File: src/design/dks_pkg.sv
// DES key schedule package: shared constants, types and the permuted-choice functions.
// No dependencies; imported by every module of the block.
`default_nettype none

package dks_pkg;

	localparam int KeyW    = 64;
	localparam int HalfW   = 28;
	localparam int CdW     = 2 * HalfW;
	localparam int RkW     = 48;
	localparam int RndW    = 4;
	localparam int RndNumW = 5;
	localparam int Rounds  = 16;
	localparam int QDepth  = 2;

	localparam logic [RndW-1:0] LastRnd = RndW'(Rounds - 1);

	typedef logic [CdW-1:0] cd_t;

	typedef struct packed {
		logic full;
		logic empty;
	} q_stat_t;

	localparam byte unsigned SEL_ONE [CdW] = '{
		8'd57, 8'd49, 8'd41, 8'd33, 8'd25, 8'd17, 8'd9,
		8'd1,  8'd58, 8'd50, 8'd42, 8'd34, 8'd26, 8'd18,
		8'd10, 8'd2,  8'd59, 8'd51, 8'd43, 8'd35, 8'd27,
		8'd19, 8'd11, 8'd3,  8'd60, 8'd52, 8'd44, 8'd36,
		8'd63, 8'd55, 8'd47, 8'd39, 8'd31, 8'd23, 8'd15,
		8'd7,  8'd62, 8'd54, 8'd46, 8'd38, 8'd30, 8'd22,
		8'd14, 8'd6,  8'd61, 8'd53, 8'd45, 8'd37, 8'd29,
		8'd21, 8'd13, 8'd5,  8'd28, 8'd20, 8'd12, 8'd4
	};

	localparam byte unsigned SEL_TWO [RkW] = '{
		8'd14, 8'd17, 8'd11, 8'd24, 8'd1,  8'd5,
		8'd3,  8'd28, 8'd15, 8'd6,  8'd21, 8'd10,
		8'd23, 8'd19, 8'd12, 8'd4,  8'd26, 8'd8,
		8'd16, 8'd7,  8'd27, 8'd20, 8'd13, 8'd2,
		8'd41, 8'd52, 8'd31, 8'd37, 8'd47, 8'd55,
		8'd30, 8'd40, 8'd51, 8'd45, 8'd33, 8'd48,
		8'd44, 8'd49, 8'd39, 8'd56, 8'd34, 8'd53,
		8'd46, 8'd42, 8'd50, 8'd36, 8'd29, 8'd32
	};

	// Bit 1 of the standard numbering is the MSB.
	function automatic cd_t pc1(input logic [KeyW-1:0] k);
		cd_t r;
		for (int i = 0; i < CdW; i++) begin
			r[CdW-1-i] = k[KeyW - int'(SEL_ONE[i])];
		end
		return r;
	endfunction

	function automatic logic [RkW-1:0] pc2(input cd_t cd);
		logic [RkW-1:0] r;
		for (int i = 0; i < RkW; i++) begin
			r[RkW-1-i] = cd[CdW - int'(SEL_TWO[i])];
		end
		return r;
	endfunction

	// Rounds 1, 2, 9 and 16 shift by one place, all others by two.
	function automatic logic two_places(input logic [RndW-1:0] rnd);
		logic r;
		case (rnd)
			4'd0, 4'd1, 4'd8, 4'd15: r = 1'b0;
			default:                 r = 1'b1;
		endcase
		return r;
	endfunction

	function automatic cd_t rotl(input cd_t cd, input logic two);
		logic [HalfW-1:0] c;
		logic [HalfW-1:0] d;
		c = cd[CdW-1:HalfW];
		d = cd[HalfW-1:0];
		if (two) begin
			return {c[HalfW-3:0], c[HalfW-1:HalfW-2], d[HalfW-3:0], d[HalfW-1:HalfW-2]};
		end else begin
			return {c[HalfW-2:0], c[HalfW-1], d[HalfW-2:0], d[HalfW-1]};
		end
	endfunction

endpackage

`default_nettype wire

File: src/design/dks_front.sv
// Front end: takes a key beat, applies PC-1 and holds the halves until the queue has room.
// Depends on dks_pkg.
`default_nettype none

module dks_front import dks_pkg::*; (
	input  wire logic            clk,
	input  wire logic            arst_n,
	input  wire logic            start,
	input  wire logic [KeyW-1:0] key,
	output logic                 busy,
	input  wire q_stat_t         q_stat,
	output logic                 push,
	output cd_t                  push_cd
);

	cd_t  cd_s1;
	logic vld_s1;
	logic accept;

	assign busy    = vld_s1 && q_stat.full;
	assign accept  = start && !busy;
	assign push    = vld_s1 && !q_stat.full;
	assign push_cd = cd_s1;

	always_ff @(posedge clk or negedge arst_n) begin
		if (!arst_n) begin
			vld_s1 <= 1'b0;
		end else if (accept) begin
			vld_s1 <= 1'b1;
		end else if (push) begin
			vld_s1 <= 1'b0;
		end
	end

	always_ff @(posedge clk) begin
		if (accept) begin
			cd_s1 <= pc1(key);
		end
	end

endmodule

`default_nettype wire

File: src/design/dks_queue.sv
// Two-entry queue of PC-1 halves between the front end and the round engine.
// Depends on dks_pkg.
`default_nettype none

module dks_queue import dks_pkg::*; (
	input  wire logic clk,
	input  wire logic arst_n,
	input  wire logic push,
	input  wire cd_t  push_cd,
	input  wire logic pop,
	output cd_t       pop_cd,
	output q_stat_t   q_stat
);

	cd_t        mem_q [QDepth];
	logic       wr_ptr_q;
	logic       rd_ptr_q;
	logic [1:0] cnt_q;

	assign q_stat = '{full: (cnt_q == 2'(QDepth)), empty: (cnt_q == 2'd0)};
	assign pop_cd = mem_q[rd_ptr_q];

	always_ff @(posedge clk or negedge arst_n) begin
		if (!arst_n) begin
			wr_ptr_q <= 1'b0;
			rd_ptr_q <= 1'b0;
			cnt_q    <= 2'd0;
		end else begin
			if (push) wr_ptr_q <= ~wr_ptr_q;
			if (pop)  rd_ptr_q <= ~rd_ptr_q;
			case ({push, pop})
				2'b10:   cnt_q <= cnt_q + 2'd1;
				2'b01:   cnt_q <= cnt_q - 2'd1;
				default: cnt_q <= cnt_q;
			endcase
		end
	end

	always_ff @(posedge clk) begin
		if (push) begin
			mem_q[wr_ptr_q] <= push_cd;
		end
	end

endmodule

`default_nettype wire

File: src/design/dks_back.sv
// Round engine: per active cycle, rotates the halves and emits one PC-2 round key beat.
// Depends on dks_pkg.
`default_nettype none

module dks_back import dks_pkg::*; (
	input  wire logic               clk,
	input  wire logic               arst_n,
	input  wire q_stat_t            q_stat,
	input  wire cd_t                pop_cd,
	output logic                    pop,
	output logic                    round_valid,
	output logic [RkW-1:0]          round_key,
	output logic [RndNumW-1:0]      round_number,
	output logic                    last
);

	cd_t             cd_q;
	logic [RndW-1:0] rnd_q;
	logic            active_q;

	// Take the next key on the final round so keys run without a gap.
	assign pop = (!active_q || rnd_q == LastRnd) && !q_stat.empty;

	always_ff @(posedge clk or negedge arst_n) begin
		if (!arst_n) begin
			active_q    <= 1'b0;
			rnd_q       <= '0;
			round_valid <= 1'b0;
		end else begin
			round_valid <= active_q;
			if (pop) begin
				active_q <= 1'b1;
				rnd_q    <= '0;
			end else if (active_q) begin
				if (rnd_q == LastRnd) active_q <= 1'b0;
				rnd_q <= rnd_q + 1'b1;
			end
		end
	end

	always_ff @(posedge clk) begin
		if (pop) begin
			cd_q <= rotl(pop_cd, two_places('0));
		end else if (active_q) begin
			cd_q <= rotl(cd_q, two_places(rnd_q + 1'b1));
		end
		if (active_q) begin
			round_key    <= pc2(cd_q);
			round_number <= {1'b0, rnd_q} + 1'b1;
			last         <= (rnd_q == LastRnd);
		end
	end

	a_pop_nonempty: assert property (@(posedge clk) disable iff (!arst_n)
		pop |-> !q_stat.empty)
		else $error("pop from empty queue");

	a_last_round: assert property (@(posedge clk) disable iff (!arst_n)
		round_valid && last |-> round_number == 5'd16)
		else $error("last beat not on round sixteen");

	a_rounds_contiguous: assert property (@(posedge clk) disable iff (!arst_n)
		round_valid && round_number != 5'd1 |-> $past(round_valid))
		else $error("gap inside a key's round sequence");

	a_round_follows: assert property (@(posedge clk) disable iff (!arst_n)
		round_valid && !last |=> round_valid)
		else $error("round sequence cut short");

endmodule

`default_nettype wire

File: src/design/des_key_schedule.sv
// DES key schedule top level: front end, two-entry queue and round engine.
// Depends on dks_pkg, dks_front, dks_queue and dks_back.
//
//   channel  | handshake              | payload
//   ---------+------------------------+------------------------------------
//   key in   | start, busy            | key[63:0]
//   round out| round_valid (strobe)   | round_key[47:0], round_number, last
//
// Each key yields sixteen round key beats on consecutive cycles; the
// round engine emits one per cycle and takes the next queued key on the final round.
// When idle, a key runs through front register, queue, halves and round key registers.
// Up to three keys wait in the front register and queue; busy rises when all are full.
// The receiver cannot stall; every round key beat is on the ports for one cycle only.
// Reset clears all control state at once; there is no clearing pass.
`default_nettype none

module des_key_schedule import dks_pkg::*; (
	input  wire logic               clk,
	input  wire logic               arst_n,
	input  wire logic               start,
	input  wire logic [KeyW-1:0]    key,
	output logic                    busy,
	output logic                    round_valid,
	output logic [RkW-1:0]          round_key,
	output logic [RndNumW-1:0]      round_number,
	output logic                    last
);

	q_stat_t q_stat;
	logic    push;
	logic    pop;
	cd_t     push_cd;
	cd_t     pop_cd;

	dks_front u_front (
		.clk     (clk),
		.arst_n  (arst_n),
		.start   (start),
		.key     (key),
		.busy    (busy),
		.q_stat  (q_stat),
		.push    (push),
		.push_cd (push_cd)
	);

	dks_queue u_queue (
		.clk     (clk),
		.arst_n  (arst_n),
		.push    (push),
		.push_cd (push_cd),
		.pop     (pop),
		.pop_cd  (pop_cd),
		.q_stat  (q_stat)
	);

	dks_back u_back (
		.clk          (clk),
		.arst_n       (arst_n),
		.q_stat       (q_stat),
		.pop_cd       (pop_cd),
		.pop          (pop),
		.round_valid  (round_valid),
		.round_key    (round_key),
		.round_number (round_number),
		.last         (last)
	);

endmodule

`default_nettype wire

File: config.mk
export PLATFORM = sky130hd
export DESIGN_NAME = des_key_schedule
export DESIGN_NICKNAME = d
export VERILOG_FILES = /design/src/design/dks_pkg.sv /design/src/design/dks_front.sv /design/src/design/dks_queue.sv /design/src/design/dks_back.sv /design/src/design/des_key_schedule.sv
export SDC_FILE = /design/constraint.sdc
export NUM_CORES = 1
export LEC_CHECK = 0
export BUFFER_PORTS_ARGS = -buffer_cell sky130_fd_sc_hd__buf_2
export CAP_MARGIN = 20
export CORE_ASPECT_RATIO = 1.1
export CORE_MARGIN = 4
export CORE_UTILIZATION = 50
export CTS_BUF_LIST = sky130_fd_sc_hd__clkbuf_8
export DETAILED_ROUTE_END_ITERATION = 8
export PLACE_DENSITY = 0.7
export SLEW_MARGIN = 20
export SYNTH_ARGS = -nofsm -noshare
export SYNTH_HDL_FRONTEND = slang
export SYNTH_SLANG_ARGS = --single-unit
File: constraint.sdc
create_clock -name clk -period 4.5 [get_ports clk]
set_clock_uncertainty 0.15 [all_clocks]
set_input_delay 0 -clock clk [delete_from_list [all_inputs] [get_ports clk]]
set_output_delay 0 -clock clk [all_outputs]
set_load 0.02 [all_outputs]
==> impl_metrics.toml, run 1 <==
[run_status]
outcome = "finished clean"

[detailed_routing]
drt-vias-per-instance = 5.305
route.final.wire_length_um = 20530
drc_errors = 0
num_vias = 6058
routed_wire_length_per_instance_um = 17.98
drt_first_iter_violations = 284
drt_pre_antenna_iters = 5
detail-route-antenna-nets = 0

[die]
rows = 56
core-area_um2 = 21510
die_h_um = 163.8
initial_core_util_pct = 51.30
floorplan.die_area_um2 = 24510
floorplan.die.width_um = 149.6
top_level_port_count = 123

[grt]
grt.overflow.total = 0
grt_pass1_vias = 6201
antenna_found_initial = 0
grt_util_met3_pct = 3.394
track_usage_pct = 16.96
globalRouteMet1Util_pct = 20.96
grtUsageMet2_pct = 29.84
wire_length_of_the_first_global_routing_pass_um = 32380
grt_busiest_layer = "met2"
maximum_number_of_pins_on_one_net_before_global_route_repair = 108

[final_layout]
layout.filler_cells = 1529
insertedDiodeCount = 0
nNetsFinal = 887
final-seq-area_um2 = 8598
drive_gt1_share_pct = 27.11
flow.area_growth_from_synthesis_pct = 22.87
multiInputGateArea_um2 = 2206

[placement]
place.detailed.hpwl_um = 11800
pre_cts_slack_ps = 1398
gp_routability_congestion = 0.7524
buffer_ports.inserted = 114

[clocking]
clk_pin_slew_ps = 70
cts_root_buf = "clkbuf_8"
post-cts-setup-buffer-count = 0
cts_htree_levels = 2
tritoncts = "yes"
cts_made_buffers = 45
insertion_delay_to_the_later_sink_of_the_worst_skew_pair_ps = 540
numClockSinks = 288
clock_tree.buffer_depth = 3

[synthesis]
synth.lib_cells_used.distinct = 31
syn_inst = 609
synth.top_cells.by_area = "edfxtp_1 75%, o221ai_2 5.3%, mux2i_1 5.1%, nand4_1 3.2%, dfrtp_1 2.5%"
syn_area_um2 = 11030
dominantRegCellSynth = "edfxtp_1"
yosysTopAreaCellShare_pct = 75.38
async_s_r_ff_share_synth_pct = 3.819
synth_nets = 680
synth_enable_flop_cells = 277
yosys_warnings = 0
yosys_register_bits = 288
post_synth.cell_area_avg_um2 = 18.12
synth_sequential_area_ratio_pct = 77.88
synthDominantAreaCellType = "edfxtp_1"

[power]
power_density_nw_per_um2 = 681.7
seqPwrFrac_pct = 50.1
p_sw_mw = 3.049
power.combinational.fraction_pct = 26.5
clock_power_share_pct = 23.4
worst_ir_drop_vdd_uv = 407.0
leakage_nw = 5.199
cell_internal_pwr_mw = 6.193
p_sw_share_pct = 32.99

[timing]
worst_pin_slew_ps = 1076
maxSlewViolCount = 0
report.final.setup_viol = 0
postLayoutSetupSlackWorst_ps = 1376
max-slew-margin-rel_pct = 28.26
grt_setup_unrepaired = "false"
final.min_clock_period_ps = 3124
tns_ps = 0
max_freq_ghz = 0.3201
finalCritPeriodShare_pct = 69.42
final_hold_viol_count = 0

[critical_path]
path_buf_inv = 2
critical_path.endpoint_type = "register"
cpPeakStageDelay_ps = 850
critical_path_fanout_max = 57
worst_ep_required_time_ps = 4570
crit_path_arrival_time_ps = 3200
crit_chain = "inv_1 -> ha_1 -> o211ai_4 -> buf_4 -> and2_4 -> o221ai_1"
critical-path-top-delay-family = "simple AND/OR/NAND/NOR gates"
reg2reg_setup_slack_ps = 1380
cpMaxStageDelayCell = "and2_4"
crit_path_start_kind = "register"
timing.setup.critical_path_class = "register to register"

[run]
cap_violations = 0

[min_path]
hold_class = "primary input to register"
==> per-layer routing <==
layer	wire, um	part of all wire, %
met4	491	2.4
met3	1042	5.1
met5	0	0
met2	10890	53
met1	8106	39
==> power by group through the flow <==
stage / Combinational [mW] / Clock [mW] / Sequential (mW)
2_1_floorplan: 1.69 / 0 / 4.70
5_1_grt: 2.67 / 2.35 / 4.73
6_report: 2.45 / 2.16 / 4.63
3_3_place_gp: 2.34 / 0 / 4.64
3_5_place_dp: 2.42 / 0 / 4.69
4_1_cts: 2.48 / 2.20 / 4.64
==> timing repair <==
action | CTS | global route
gates resized for setup | 0 | 0
endpoints found under the hold margin | 68 | 3
hold buffers | 80 | 3
==> stage by stage <==
stage / total power, mW / instances / hold slack [ps] / cell area, um^2 / util (%)
2_1_floorplan: 6.394 / 609 / -445.6 / 11030 / -
3_3_place_gp: 6.977 / 976 / -272.7 / 11830 / 54.98
3_5_place_dp: 7.107 / 976 / -264.0 / 11830 / 54.98
6_report: 9.242 / 1142 / 25.54 / 13560 / 63.03
5_1_grt: 9.756 / 1142 / 2.538 / 13560 / 63.03
4_1_cts: 9.325 / 1139 / 0.2484 / 13530 / 62.89
==> kinds of logic (layout without fill, tap and decap cells) <==
family | Yosys count | after routing | share of synthesized area [%]
AO/OA/AOI/OAI | 65 | 65 | 7.234
XOR/XNOR | 7 | 7 | 0.5556
adder cells (fa/ha/maj) | 4 | 4 | 0.4536
buffers and inverters | 52 | 295 | 2.494
flip-flops | 288 | 288 | 77.88
multiplexers | 56 | 56 | 5.080
AND/OR/NAND/NOR | 137 | 137 | 6.305
==> path summary, 6_finish.rpt <==
| kind | from | cells past startpoint | end |
|---|---|---|---|
| min | key[57] | 2 | u_front.push_cd[20]$_DFFE_PP_ |
| min reg2reg | u_front.push_cd[16]$_DFFE_PP_ | 0 | u_queue.mem_q[1][16]$_DFFE_PP_ |
| max in group asynchronous | arst_n | 3 | u_queue.rd_ptr_q$_DFFE_PN0P_ |
| max reg2reg | u_back.rnd_q[0]$_DFFE_PN0P_ | 6 | u_back.cd_q[5]$_DFFE_PP_ |
| max | u_back.rnd_q[0]$_DFFE_PN0P_ | 6 | u_back.cd_q[5]$_DFFE_PP_ |
| min in group asynchronous | arst_n | 3 | u_back.round_valid$_DFF_PN0_ |
==> layout make-up <==
type / instances / share of cell area [%]
tap: 290 / 2.676
clock buffer: 47 / 4.771
inverter: 6 / 0.1661
timing repair buffer: 206 / 10.83
sequential: 288 / 63.42
clock inverter: 36 / 1.864
multi-input combinational: 269 / 16.27
==> state kept, by name, indices dropped and copies added (netlist names) <==
name / count
u_back.active_q: 1
u_back.round_valid: 1
u_queue.wr_ptr_q: 1
u_queue.rd_ptr_q: 1
u_back.last: 1
u_front.vld_s1: 1
u_front.push_cd: 56
u_queue.mem_q: 112
u_queue.cnt_q: 2
u_back.rnd_q: 4
u_back.round_key: 48
u_back.round_number: 4
u_back.cd_q: 56
==> synthesized netlist by cell type (5+ instances only) <==
master	n
buf_2	25
buf_6	5
clkbuf_1	12
dfrtp_1	11
edfxtp_1	277
inv_1	6
mux2i_1	56
nand2_1	64
nand4_1	56
o221ai_1	17
o221ai_2	39
xnor2_1	5
==> placed cells by master (no fill, tap or decap), drive strengths merged <==
master | netlist | layout
edfxtp | 277 | 277
buf | 34 | 123
dlygate4sd3 | 0 | 83
nand2 | 64 | 64
mux2i | 56 | 56
nand4 | 56 | 56
o221ai | 56 | 56
clkbuf | 12 | 47
inv | 6 | 23
clkinv | 0 | 13
dfrtp | 11 | 11
xnor2 | 5 | 5
nand3 | 4 | 4
o21ai | 4 | 4
ha | 4 | 4
bufinv | 0 | 4
nor2 | 3 | 3
nand2b | 2 | 2
xor2 | 2 | 2
clkinvlp | 0 | 2
a21o | 2 | 2
and2 | 2 | 2
nor4b | 1 | 1
a21oi | 1 | 1
a21boi | 1 | 1
and3b | 1 | 1
o211ai | 1 | 1
nand3b | 1 | 1
nor3 | 1 | 1
and3 | 1 | 1
nor2b | 1 | 1
Power figures use the tool's default switching activity.
==> run 2, diff against run 1 <==
--- a/config.mk
+++ b/config.mk
@@ -12,7 +12,7 @@
 export CORE_UTILIZATION = 50
 export CTS_BUF_LIST = sky130_fd_sc_hd__clkbuf_8
 export DETAILED_ROUTE_END_ITERATION = 8
-export PLACE_DENSITY = 0.7
+export PLACE_DENSITY = 0.72
 export SLEW_MARGIN = 20
 export SYNTH_ARGS = -nofsm -noshare
 export SYNTH_HDL_FRONTEND = slang
==> constraint.sdc (replaced) <==
create_clock -name clk -period 2.8 [get_ports clk]
set_clock_uncertainty 0.15 [all_clocks]
set_input_delay 0 -clock clk [delete_from_list [all_inputs] [get_ports clk]]
set_output_delay 0 -clock clk [all_outputs]
set_load 0.02 [all_outputs]
==> impl_metrics.toml, run 2 (synthesis results as in run 1) <==
[critical_path]
reg2reg_setup_slack_ps = 260
critical_path.endpoint_type = "register"
crit_path_arrival_time_ps = 2640
critical_path_fanout_max = 40
setup.worst_path.start = "u_back.rnd_q[3]$_DFFE_PN0P_"
timing.setup.critical_path_class = "register to register"
worst_ep_required_time_ps = 2900
critical_path.reg2reg.startpoint = "u_back.rnd_q[3]$_DFFE_PN0P_"
worst_r2r_endpoint = "u_back.cd_q[14]$_DFFE_PP_"
timing.critical_path.to = "u_back.cd_q[14]$_DFFE_PP_"
timing.reg2reg.worst_path_depth = 5
cpMaxStageDelayCell = "o211ai_4"
crit_chain = "and3b_1 -> o211ai_4 -> and2_4 -> buf_12 -> o221ai_1"
cpPeakStageDelay_ps = 630
crit_path_start_kind = "register"

[run_status]
outcome = "finished clean"

[clocking]
insertion_delay_to_the_later_sink_of_the_worst_skew_pair_ps = 530
numClockSinks = 288
cts_root_buf = "clkbuf_8"
cts_htree_levels = 2
post-cts-setup-buffer-count = 0
clock_tree.buffer_depth = 3
tritoncts = "yes"
clk_pin_slew_ps = 70
cts_made_buffers = 43
post_cts_resized = 0

[die]
rows = 56
top_level_port_count = 123
floorplan.die.width_um = 149.6
floorplan.die_area_um2 = 24510
initial_core_util_pct = 51.30
core-area_um2 = 21510
die_h_um = 163.8

[run]
cap_violations = 0

[placement]
pre_cts_slack_ps = 287.6
placement.cell_area_um2 = 11980
place.detailed.hpwl_um = 12300
gp_routability_congestion = 0.7468
buffer_ports.inserted = 114

[power]
power.combinational.fraction_pct = 28.6
seqPwrFrac_pct = 50.7
leakage_nw = 5.103
worst_ir_drop_vdd_uv = 737.5
p_sw_share_pct = 33.53
power_density_nw_per_um2 = 1085
cell_internal_pwr_mw = 9.659
clock_power_share_pct = 20.7
p_sw_mw = 4.872

[timing]
final.min_clock_period_ps = 2538
postLayoutSetupSlackWorst_ps = 262.2
tns_ps = 0
grt_setup_unrepaired = "false"
final_hold_viol_count = 0
max_freq_ghz = 0.3940
max-slew-margin-rel_pct = 47.75
worst_hold_slack_ps = 26.57
maxSlewViolCount = 0
worst_pin_slew_ps = 780.1
finalCritPeriodShare_pct = 90.64
report.final.setup_viol = 0

[final_layout]
drive_gt1_share_pct = 27.78
final_cell_area_um2 = 13390
nNetsFinal = 878
final_cell_mix = "277 x edfxtp_1, 114 x buf_2, 67 x dlygate4sd3_1"
insertedDiodeCount = 0
final_core_util_pct = 62.26
largest_reg_flops = 112
layout_commonest_cell = "edfxtp_1"
max_flop_register = "u_queue.mem_q"
flow.area_growth_from_synthesis_pct = 21.37

[detailed_routing]
routed_wire_length_per_instance_um = 18.46
drc_errors = 0
drt_pre_antenna_iters = 5
drt-vias-per-instance = 5.404
drt_first_iter_violations = 398
route.final.wire_length_um = 20770
detail-route-antenna-nets = 0
num_vias = 6080

[grt]
grt_pass1_vias = 6282
maximum_number_of_pins_on_one_net_before_global_route_repair = 57
wire_length_of_the_first_global_routing_pass_um = 33270
grt.overflow.total = 0
track_usage_pct = 17.47
antenna_found_initial = 0

[min_path]
hold_class = "primary input to register"
## run 2: changes by cell type in the layout (fill, tap and decap cells not counted)
cell | previous run | this run
bufinv_16 | 4 | 1
clkinv_2 | 4 | 1
clkinvlp_4 | 2 | 4
buf_12 | 0 | 6
clkbuf_8 | 47 | 43
inv_2 | 1 | 0
inv_1 | 22 | 17
buf_4 | 9 | 12
nor3_2 | 0 | 1
nor3_1 | 1 | 0
clkinv_1 | 9 | 13
dlygate4sd3_1 | 83 | 67
## run 2: layer usage
layer  global-route usage [%]  part of all wire, %  vias up
met4                    6.034                  2.3        0
met2                    30.14                   53      184
met1                    22.12                   40     3000
met5                        0                    0        -
met3                    3.615                  5.3       35
li1                         -                    -     2861
## run 2: power groups by stage
stage	sequential [mW]	clock, mW	combinational, mW
after floorplan	7.54	0	2.73
after global placement	7.37	0	3.98
after detailed placement	7.44	0	4.13
after CTS	7.37	3.08	4.21
after global routing	7.51	3.33	4.54
final	7.37	3.00	4.16
## run 2: metrics by stage
stage / power (mW) / instances
2_1_floorplan: 10.27 / 609
3_3_place_gp: 11.35 / 985
3_5_place_dp: 11.57 / 985
4_1_cts: 14.67 / 1124
5_1_grt: 15.38 / 1125
6_report: 14.53 / 1125
## run 2: timing repair
item                                    in CTS  in global routing
hold buffers                                66                  1
hold endpoints to repair                    68                  1
endpoints found under the setup margin       0                  0
## run 2: layout make-up
cell class | instances | area (um^2)
Fill cell | 1536 | 8118
Multi-Input combinational cell | 269 | 2211
Tap cell | 290 | 362.8
Clock buffer | 43 | 591.8
Clock inverter | 30 | 151.4
Sequential cell | 288 | 8598
Inverter | 6 | 26.28
Timing Repair Buffer | 199 | 1451
## run 2: critical path, delay by kind of cell (launching register included)
family / cells / cell delay (ps)
buf+inv: 1 / 250
flops: 1 / 480
simple gates: 2 / 520
compound gates: 2 / 820
## run 2: worst min path at each step
stage	from	to	cells past startpoint	slack (ps)
4_1_cts	key[35]	u_front.push_cd[7]$_DFFE_PP_	2	0.4
3_3_place_gp	arst_n	u_back.round_valid$_DFF_PN0_	1	-270
3_5_place_dp	arst_n	u_back.round_valid$_DFF_PN0_	1	-260
6_report	key[36]	u_front.push_cd[3]$_DFFE_PP_	2	30
5_1_grt	key[13]	u_front.push_cd[38]$_DFFE_PP_	2	10
2_1_floorplan	arst_n	u_back.active_q$_DFF_PN0_	0	-450
==> run 3, diff against run 2 <==
--- a/config.mk
+++ b/config.mk
@@ -7,12 +7,14 @@
 export LEC_CHECK = 0
 export BUFFER_PORTS_ARGS = -buffer_cell sky130_fd_sc_hd__buf_2
 export CAP_MARGIN = 20
+export CELL_PAD_IN_SITES_DETAIL_PLACEMENT = 0
+export CELL_PAD_IN_SITES_GLOBAL_PLACEMENT = 2
 export CORE_ASPECT_RATIO = 1.1
 export CORE_MARGIN = 4
-export CORE_UTILIZATION = 50
+export CORE_UTILIZATION = 41
 export CTS_BUF_LIST = sky130_fd_sc_hd__clkbuf_8
 export DETAILED_ROUTE_END_ITERATION = 8
-export PLACE_DENSITY = 0.72
+export PLACE_DENSITY_LB_ADDON = 0.1
 export SLEW_MARGIN = 20
 export SYNTH_ARGS = -nofsm -noshare
 export SYNTH_HDL_FRONTEND = slang
==> impl_metrics.toml, run 3 (synthesis results as in run 1) <==
[critical_path]
reg2reg_setup_slack_ps = 360
timing.reg2reg.worst_path_depth = 7
crit_path_arrival_time_ps = 2660
critical_path_fanout_max = 56
critical_path.reg2reg.startpoint = "u_back.rnd_q[0]$_DFFE_PN0P_"
worst_ep_required_time_ps = 3020
critical_path.endpoint_type = "register"
crit_path_start_kind = "register"
timing.setup.critical_path_class = "register to register"
worst_r2r_endpoint = "u_back.cd_q[17]$_DFFE_PP_"

[grt]
antenna_found_initial = 0
grt.overflow.total = 0
grt_pass1_vias = 6247
track_usage_pct = 15.06
wire_length_of_the_first_global_routing_pass_um = 35070
maximum_number_of_pins_on_one_net_before_global_route_repair = 89

[power]
leakage_nw = 5.329
worst_ir_drop_vdd_uv = 511.1
total_power_mw = 15.06
power_density_nw_per_um2 = 1080

[detailed_routing]
drt_pre_antenna_iters = 5
drt-vias-per-instance = 5.016
routed_wire_length_per_instance_um = 18.01
drt_first_iter_violations = 403
num_vias = 6165
detail-route-antenna-nets = 0
route.final.wire_length_um = 22130
drc_errors = 0

[final_layout]
largest_reg_flops = 112
layout_commonest_cell = "edfxtp_1"
insertedDiodeCount = 0
final_cell_mix = "277 x edfxtp_1, 114 x buf_2, 100 x dlygate4sd3_1"
layout.filler_cells = 2173
final_cell_area_um2 = 13950
drive_gt1_share_pct = 28.16
flow.area_growth_from_synthesis_pct = 26.41
nNetsFinal = 911
max_flop_register = "u_queue.mem_q"

[placement]
pre_cts_slack_ps = 421.3
gp_routability_congestion = 0.7104
placement.cell_area_um2 = 12050
buffer_ports.inserted = 114
place.detailed.hpwl_um = 11830

[clocking]
cts_made_buffers = 47
clk_pin_slew_ps = 70
post_cts_resized = 0
cts_htree_levels = 2
insertion_delay_to_the_later_sink_of_the_worst_skew_pair_ps = 540
numClockSinks = 288
tritoncts = "yes"
post-cts-setup-buffer-count = 0
clock_tree.buffer_depth = 3
cts_root_buf = "clkbuf_8"
ctsHoldBuffers = 99

[die]
initial_core_util_pct = 41.96
core-area_um2 = 26300
die_h_um = 180.1
rows = 62
floorplan.die.width_um = 164.4
floorplan.die_area_um2 = 29600
top_level_port_count = 123

[run]
cap_violations = 0

[timing]
postLayoutSetupSlackWorst_ps = 361.8
final.min_clock_period_ps = 2438
report.final.setup_viol = 0
maxSlewViolCount = 0
worst_pin_slew_ps = 873.3
max_freq_ghz = 0.4101
max-slew-margin-rel_pct = 41.78
final_hold_viol_count = 0
finalCritPeriodShare_pct = 87.08
grt_setup_unrepaired = "false"
tns_ps = 0

[min_path]
hold_path_end = "u_front.push_cd[8]$_DFFE_PP_"
worst_hold_startpoint = "key[27]"
hold-path-cell-count = 2
hold_class = "primary input to register"

[run_status]
outcome = "finished clean"
[run 3: power breakdown]
part	switching, mW	internal, mW
combinational	2.70	1.65
clock	1.62	1.81
sequential	0.730	6.56
[run 3: cell type report]
type	instances	area, um^2	share of cell area (%)
flip-flops and latches	288	8598	61.64
multi-input cells	269	2212	15.86
repair buffers	228	1777	12.74
clock inverters	34	178.9	1.283
clock buffers	52	715.7	5.131
well taps	352	440.4	3.158
inverters	6	26.28	0.1884
[run 3: metrics by stage]
stage / util, % / std cells / hold slack, ps
after CTS: 53.00 / 1228 / 1.279
after detailed placement: 45.83 / 1043 / -255.3
after global routing: 53.04 / 1229 / 12.69
after floorplan: - / 609 / -445.6
final: 53.04 / 1229 / 39.07
after global placement: 45.83 / 1043 / -263.9
[run 3: how the worst max path moves through the flow]
stage,endpoint,startpoint
2_1_floorplan,u_queue.mem_q[0][0]$_DFFE_PP_,u_queue.cnt_q[0]$_DFFE_PN0P_
3_3_place_gp,u_back.cd_q[13]$_DFFE_PP_,u_back.rnd_q[0]$_DFFE_PN0P_
3_5_place_dp,u_back.cd_q[12]$_DFFE_PP_,u_back.rnd_q[0]$_DFFE_PN0P_
4_1_cts,u_back.cd_q[14]$_DFFE_PP_,u_back.rnd_q[0]$_DFFE_PN0P_
5_1_grt,u_back.cd_q[53]$_DFFE_PP_,u_back.rnd_q[0]$_DFFE_PN0P_
6_report,u_back.cd_q[17]$_DFFE_PP_,u_back.rnd_q[0]$_DFFE_PN0P_
[run 3: critical path, stage by stage (launching register included)]
cell,delay (ps)
dfrtp_1,440
inv_1,130
ha_1,260
a21o_1,220
a21oi_4,150
buf_4,560
nand4_1,230
o221ai_2,100
[run 3: per-layer routing]
metal  vias to the layer above  global-route usage (%)  share of wire (%)
li1                       2933                       -                  -
met1                      3063                   20.69                 45
met2                       134                   24.37                 49
met3                        35                   3.111                4.7
met4                         0                   4.426                1.7
met5                         -                       0                  0
